[config.mk]
export PLATFORM = sky130hd
export DESIGN_NAME = butterworth_iir4_fixed_point
export DESIGN_NICKNAME = d
export VERILOG_FILES = /design/src/rtl/biir4_pkg.sv /design/src/rtl/butterworth_iir4_fixed_point.sv /design/src/rtl/biir4_cell.sv
export SDC_FILE = /design/constraint.sdc
export NUM_CORES = 2
export LEC_CHECK = 0
export ABC_CLOCK_PERIOD_IN_PS = 12500
export BUFFER_PORTS_ARGS = -buffer_cell sky130_fd_sc_hd__buf_2
export CAP_MARGIN = 10
export CORE_MARGIN = 2
export CORE_UTILIZATION = 50
export CTS_BUF_LIST = sky130_fd_sc_hd__clkbuf_8
export CTS_CLUSTER_DIAMETER = 120
export CTS_CLUSTER_SIZE = 14
export DETAILED_ROUTE_END_ITERATION = 16
export GPL_TIMING_DRIVEN = 0
export PLACE_DENSITY = 0.65
export SYNTH_ARGS = -nofsm -noshare
export SYNTH_HDL_FRONTEND = slang
export SYNTH_HIERARCHICAL = 1
export SYNTH_SLANG_ARGS = --single-unit
[constraint.sdc]
create_clock -name clk_i -period 12.5 [get_ports clk_i]
set_clock_uncertainty 0.15 [all_clocks]
set_input_delay 0.625 -clock clk_i [delete_from_list [all_inputs] [get_ports clk_i]]
set_output_delay 0.625 -clock clk_i [all_outputs]
set_load 0.01 [all_outputs]
[src/rtl/biir4_pkg.sv]
// Shared types, constants and coefficient helpers for the fourth-order IIR.
// Used by biir4_cell and butterworth_iir4_fixed_point; depends on nothing.
`default_nettype none

package biir4_pkg;

  localparam int X_W            = 16;
  localparam int Y_W            = 32;
  localparam int COEF_BASE_BITS = 24;
  localparam int NUM_TAPS       = 5;
  localparam int DEN_TAPS       = 4;

  typedef logic signed [X_W-1:0] sample_t;
  typedef logic signed [Y_W-1:0] word_t;

  // Coefficient magnitudes at 2^24, truncated. Shifting them down gives the
  // same truncation toward zero as scaling the real values directly.
  localparam longint NUM_MAG24 [NUM_TAPS] = '{223, 892, 1338, 892, 223};
  localparam longint DEN_MAG24 [DEN_TAPS] = '{61601392, 85026903, 52277250, 12078091};
  localparam bit     DEN_NEG   [DEN_TAPS] = '{1'b1, 1'b0, 1'b1, 1'b0};

  function automatic longint num_coef(input int k, input int frac);
    return NUM_MAG24[k] >>> (COEF_BASE_BITS - frac);
  endfunction

  function automatic longint den_coef(input int k, input int frac);
    longint m;
    m = DEN_MAG24[k] >>> (COEF_BASE_BITS - frac);
    return DEN_NEG[k] ? -m : m;
  endfunction

  // Numerator term: a small constant times the sample, modulo 2^32.
  function automatic word_t num_prod(input sample_t x, input int k, input int frac);
    longint p;
    p = longint'(x) * num_coef(k, frac);
    return word_t'(p[Y_W-1:0]);
  endfunction

endpackage

`default_nettype wire

[src/rtl/butterworth_iir4_fixed_point.sv]
// Fourth-order direct-form-I low-pass IIR filter, top level.
// Depends on biir4_pkg and biir4_cell.
//
// Usage: each word on the input channel (sample_in_i, 16-bit signed) yields
// exactly one word on the output channel (filtered_out_o, 32-bit signed,
// scaled by 2^FRAC_BITS and wrapping modulo 2^32). Both channels use
// valid/ready. A word is accepted when in_valid_i and in_ready_o are high.
// The result is written to the output register as the word is accepted.
// Throughput is one word per cycle unless the receiver stalls; the limit is
// the feedback loop through the first cell, one multiply and the output sum.
// A row of four cells holds the input and output history; the outer cells
// precompute their feedback products as the history moves along.
// While the receiver stalls with a word held, in_ready_o follows out_ready_i,
// so the held word never changes and the next word enters as it is taken.
// Reset clears the history, the pending output and all valid state.
`default_nettype none

module butterworth_iir4_fixed_point #(
  parameter int FRAC_BITS = 19
) (
  input  wire                clk_i,
  input  wire                rst_ni,
  input  wire                in_valid_i,
  output logic               in_ready_o,
  input  wire  signed [15:0] sample_in_i,
  output logic               out_valid_o,
  input  wire                out_ready_i,
  output logic signed [31:0] filtered_out_o
);

  localparam int NT = biir4_pkg::DEN_TAPS;

  biir4_pkg::sample_t x_chain [NT+1];
  biir4_pkg::word_t   y_chain [NT+1];
  biir4_pkg::word_t   num_terms [NT];
  biir4_pkg::word_t   den_terms [NT];
  biir4_pkg::word_t   num_sum;
  biir4_pkg::word_t   den_sum;
  biir4_pkg::word_t   y_new;

  logic             in_fire;
  logic             out_valid_q;
  logic             out_valid_d;
  biir4_pkg::word_t out_data_q;

  assign in_ready_o = !out_valid_q || out_ready_i;
  assign in_fire    = in_valid_i && in_ready_o;

  assign x_chain[0] = sample_in_i;
  assign y_chain[0] = y_new;

  generate
    for (genvar k = 1; k <= NT; k++) begin : g_cell
      biir4_cell #(
        .FRAC_BITS (FRAC_BITS),
        .TAP       (k),
        .PRE_MUL   (k != 1)
      ) u_cell (
        .clk_i      (clk_i),
        .rst_ni     (rst_ni),
        .shift_i    (in_fire),
        .x_i        (x_chain[k-1]),
        .y_i        (y_chain[k-1]),
        .x_o        (x_chain[k]),
        .y_o        (y_chain[k]),
        .num_term_o (num_terms[k-1]),
        .den_term_o (den_terms[k-1])
      );
    end
  endgenerate

  always_comb begin
    num_sum = biir4_pkg::num_prod(sample_in_i, 0, FRAC_BITS);
    den_sum = '0;
    for (int i = 0; i < NT; i++) begin
      num_sum = num_sum + num_terms[i];
      den_sum = den_sum + den_terms[i];
    end
    y_new = num_sum - den_sum;
  end

  always_comb begin
    out_valid_d = out_valid_q;
    if (in_fire) begin
      out_valid_d = 1'b1;
    end else if (out_ready_i) begin
      out_valid_d = 1'b0;
    end
  end

  always_ff @(posedge clk_i or negedge rst_ni) begin
    if (!rst_ni) begin
      out_valid_q <= 1'b0;
    end else begin
      out_valid_q <= out_valid_d;
    end
  end

  always_ff @(posedge clk_i or negedge rst_ni) begin
    if (!rst_ni) begin
      out_data_q <= '0;
    end else if (in_fire) begin
      out_data_q <= y_new;
    end
  end

  assign out_valid_o    = out_valid_q;
  assign filtered_out_o = out_data_q;

  a_fire_gives_word: assert property (@(posedge clk_i) disable iff (!rst_ni)
    in_fire |=> out_valid_o)
    else $error("accepted sample did not produce an output word");

  a_word_matches_sum: assert property (@(posedge clk_i) disable iff (!rst_ni)
    in_fire |=> filtered_out_o == $past(y_new))
    else $error("output word differs from the computed sum");

  a_history_tracks_output: assert property (@(posedge clk_i) disable iff (!rst_ni)
    in_fire |=> y_chain[1] == filtered_out_o)
    else $error("first cell does not hold the delivered word");

  a_idle_holds_history: assert property (@(posedge clk_i) disable iff (!rst_ni)
    !in_fire |=> $stable(y_chain[1]) && $stable(x_chain[1]))
    else $error("filter history moved without an accepted sample");

endmodule

`default_nettype wire

[src/rtl/biir4_cell.sv]
// One delay cell of the filter: holds x[n-k] and y[n-k] and forms their terms.
// Depends on biir4_pkg.
`default_nettype none

module biir4_cell #(
  parameter int FRAC_BITS = 19,
  parameter int TAP       = 1,
  parameter bit PRE_MUL   = 1'b1
) (
  input  wire                   clk_i,
  input  wire                   rst_ni,
  input  wire                   shift_i,
  input  biir4_pkg::sample_t    x_i,
  input  biir4_pkg::word_t      y_i,
  output biir4_pkg::sample_t    x_o,
  output biir4_pkg::word_t      y_o,
  output biir4_pkg::word_t      num_term_o,
  output biir4_pkg::word_t      den_term_o
);

  localparam int AW = FRAC_BITS + 4;
  localparam int PW = biir4_pkg::Y_W + AW;
  localparam logic signed [AW-1:0] ACOEF =
    AW'(biir4_pkg::den_coef(TAP - 1, FRAC_BITS));

  biir4_pkg::sample_t x_q;
  biir4_pkg::word_t   y_q;

  always_ff @(posedge clk_i or negedge rst_ni) begin
    if (!rst_ni) begin
      x_q <= '0;
      y_q <= '0;
    end else if (shift_i) begin
      x_q <= x_i;
      y_q <= y_i;
    end
  end

  assign x_o        = x_q;
  assign y_o        = y_q;
  assign num_term_o = biir4_pkg::num_prod(x_q, TAP, FRAC_BITS);

  generate
    if (PRE_MUL) begin : g_pre
      // The product for the next word is formed from the neighbor's stored
      // output as it moves in, so only a register feeds the output sum.
      logic signed [PW-1:0] prod;
      biir4_pkg::word_t     den_q;
      biir4_pkg::word_t     den_d;

      assign prod  = y_i * ACOEF;
      assign den_d = prod[FRAC_BITS+biir4_pkg::Y_W-1:FRAC_BITS];

      always_ff @(posedge clk_i or negedge rst_ni) begin
        if (!rst_ni) begin
          den_q <= '0;
        end else if (shift_i) begin
          den_q <= den_d;
        end
      end

      assign den_term_o = den_q;
    end else begin : g_direct
      // The first cell sits inside the one-word feedback loop.
      logic signed [PW-1:0] prod;

      assign prod       = y_q * ACOEF;
      assign den_term_o = prod[FRAC_BITS+biir4_pkg::Y_W-1:FRAC_BITS];
    end
  endgenerate

endmodule

`default_nettype wire

==> results_dict.tcl <==
set metrics [dict create \
    status "completed" \
    layout.nets 8176 \
    clk_latency_ns 0.68 \
    worst-slew-pin-transition_ns 1.31 \
    design.portCount 54 \
    gr-usage-all-layers_pct 25.7 \
    timing.critical_path.required_ns 12.94 \
    die_y_um 351 \
    cts_buffer_depth 3 \
    worst_hold_path_type "in -> reg" \
    fin_hold_ws_ns 0.0616 \
    final_setup_slack_of_the_worst_path_ns 0.533 \
    timing.setup.critical_path_class "reg -> reg" \
    drc 0 \
    postRouteAntennaNets 0 \
    avgRoutedWirePerCell_um 19.7 \
    reg2reg_depth 34 \
    most_frequent_cell_on_the_critical_path "sky130_fd_sc_hd__fa_1" \
    crit_path_top_delay_cell "sky130_fd_sc_hd__dfrtp_1" \
    clock_sinks 289 \
    postSynthCellCount 5954 \
    critical_path.reg2reg.endpoint "g_cell[1].u_cell/y_o[31]" \
    yosys_warnings 6 \
    highest_net_fanout_along_the_worst_path 16 \
    grt_first_pass_wirelength_mm 243 \
    cts.reportedPaths.clkPinSlew_ns 0.11 \
    setup-violations-final 0 \
    setup.worst_path.end "g_cell[1].u_cell/y_o[31]" \
    final_period_minus_worst_setup_slack_ns 11.97 \
    setup.worst_path.end_class "register" \
    detailedPlace.worstSlack_ns 0.579 \
    num_rows 127 \
    tritoncts.num_buffers 26 \
    hpwl_mm 129 \
    rsz0062_at_grt "no" \
    max_cap_violations 0 \
    fillers 10933 \
    slew_limit_headroom_pct 12.8 \
    grt_max_degree 109 \
    slowest_delay_ns 1.14 \
    post_drt_via_cell_ratio 5.30 \
    area_delta_synth_final_pct 4.84 \
    vias_in_the_first_global_route 42370 \
    core_region_area_mm2 0.119 \
    nets_in_the_synthesized_netlist 8084 \
    r2r-start "g_cell[1].u_cell/y_o[22]" \
    type_of_element_launching_the_critical_path "register" \
    ctsHtreeMaxLevel 1 \
    drt_first_iter_violations 2271 \
    die_width_um 351 \
    clockRootBuffer "sky130_fd_sc_hd__clkbuf_8" \
    finalCritPeriodShare_pct 95.7 \
    setup_total_negative_slack_ns 0 \
    area_taken_by_flip_flops_and_latches_mm2 0.00723 \
    tritoncts_clock_tree "built" \
    finalWirelength_mm 151 \
    mappedNetlistArea_mm2 0.0600 \
    postCtsSetupRepairBufs 0 \
    floorplan.initialDensity_pct 50.2 \
    multi_input_area_mm2 0.0463 \
    maxSlewViolCount 0 \
    synth.avg_cell_area_um2 10.1 \
    grt-ovfl-total 0 \
    port_buffers 53 \
    crit_start "g_cell[1].u_cell/y_o[22]" \
    worst-r2r-setup-slack_ns 0.53 \
    gp_congestion 0.924 \
    number_of_hold_slack_violations_in_the_final_timing_report 0 \
    critical_path_arrival_ns 12.40 \
    post_layout_utilization_of_the_core_pct 52.7 \
    die-area_mm2 0.123 \
    grt_antenna_before_repair 4 \
    max_clock_freq_mhz 83.6 \
    layout-drive-gt1-share_pct 6.94 \
    drt_first_pass_iters 8 \
    route.vias.total 40667 \
]
==> worst max-delay path, delay by kind of cell (launching register included) <==
family                     cells  cell delay (ns)
xor gates and xnor gates       2             0.63
and+or+nand+nor                4             1.05
DFF                            1             1.14
adders and majority gates     12             5.53
buffers and inverters          6             0.77
AOI/OAI and AO/OA             10             2.61
==> stage by stage <==
step,cells,instance area [um2]
global placement,7619,62300
finish,7666,62900
floorplan,5954,60000
CTS,7663,62900
detailed placement,7625,62500
global route,7665,62900
==> cell usage in the layout, fill, tap and decap left out, types with 11 or more instances in the layout <==
| cell type | count |
|---|---|
| sky130_fd_sc_hd__nor2b_1 | 21 |
| sky130_fd_sc_hd__xor2_1 | 78 |
| sky130_fd_sc_hd__o21a_1 | 23 |
| sky130_fd_sc_hd__buf_2 | 55 |
| sky130_fd_sc_hd__o21bai_1 | 30 |
| sky130_fd_sc_hd__a211oi_1 | 24 |
| sky130_fd_sc_hd__a31oi_1 | 24 |
| sky130_fd_sc_hd__nand2_1 | 214 |
| sky130_fd_sc_hd__inv_1 | 1563 |
| sky130_fd_sc_hd__or3_1 | 11 |
| sky130_fd_sc_hd__a21o_1 | 87 |
| sky130_fd_sc_hd__o211ai_1 | 12 |
| sky130_fd_sc_hd__buf_4 | 49 |
| sky130_fd_sc_hd__nand3_1 | 51 |
| sky130_fd_sc_hd__mux2i_1 | 12 |
| sky130_fd_sc_hd__nand4_1 | 38 |
| sky130_fd_sc_hd__o21ai_1 | 28 |
| sky130_fd_sc_hd__clkbuf_8 | 30 |
| sky130_fd_sc_hd__xnor2_1 | 238 |
| sky130_fd_sc_hd__and3_1 | 22 |
| sky130_fd_sc_hd__and2_1 | 17 |
| sky130_fd_sc_hd__nor3_1 | 39 |
| sky130_fd_sc_hd__nor2_1 | 140 |
| sky130_fd_sc_hd__clkbuf_1 | 56 |
| sky130_fd_sc_hd__nand2b_1 | 27 |
| sky130_fd_sc_hd__dfrtp_1 | 287 |
| sky130_fd_sc_hd__fa_1 | 922 |
| sky130_fd_sc_hd__o31ai_1 | 14 |
| sky130_fd_sc_hd__mux2_2 | 202 |
| sky130_fd_sc_hd__o21ai_0 | 137 |
| sky130_fd_sc_hd__ha_1 | 1188 |
| sky130_fd_sc_hd__a21oi_1 | 201 |
==> registers in the layout, summed over array words and instances (netlist names) <==
signal,cells
g_cell.u_cell/den_term_o,96
g_cell.u_cell/y_o,96
g_cell.u_cell/x_o,64
out_valid_o,1
filtered_out_o,32
==> layer usage <==
| layer | part of all wire [%] | GRT usage, % | vias to the layer above | wire length (um) |
|---|---|---|---|---|
| li1 | - | - | 19112 | - |
| met2 | 46 | 41.4 | 833 | 69400 |
| met1 | 46 | 37.1 | 20562 | 69800 |
| met3 | 5.1 | 2.78 | 156 | 7700 |
| met4 | 2.8 | 6.46 | 4 | 4290 |
| met5 | 0.018 | 0 | - | 27 |
==> what timing repair did <==
item / 4_1_cts / 5_1_grt
resized for setup: 0 / 2
hold endpoints to repair: 87 / 0
hold buffers: 4 / 0
setup endpoints to repair: 0 / 4
==> worst min path at each step <==
stage / startpoint / to / slack, ns / cells past startpoint
floorplan: rst_ni / filtered_out_o[0] / 0.18 / 0
global placement: filtered_out_o[7] / filtered_out_o[7] / 0.31 / 2
detailed placement: filtered_out_o[9] / filtered_out_o[9] / 0.31 / 2
CTS: sample_in_i[5] / g_cell[1].u_cell/x_o[5] / 0.002 / 2
global route: sample_in_i[3] / g_cell[1].u_cell/x_o[3] / 0.03 / 2
finish: sample_in_i[5] / g_cell[1].u_cell/x_o[5] / 0.06 / 2
==> layout make-up <==
type / count / share of cell area [%]
diodes: 2 / 0.00795
plain buffers: 117 / 1.02
clock buffers: 29 / 0.634
clock inverters: 5 / 0.0616
inverters: 1564 / 9.33
multi-input cells: 3984 / 73.6
flip-flops and latches: 289 / 11.5
well taps: 1612 / 3.20
repair buffers: 64 / 0.698
Power is left out: the tool's default activity adds up to more than one toggle a clock period on the data nets, which glitch-free logic cannot reach.
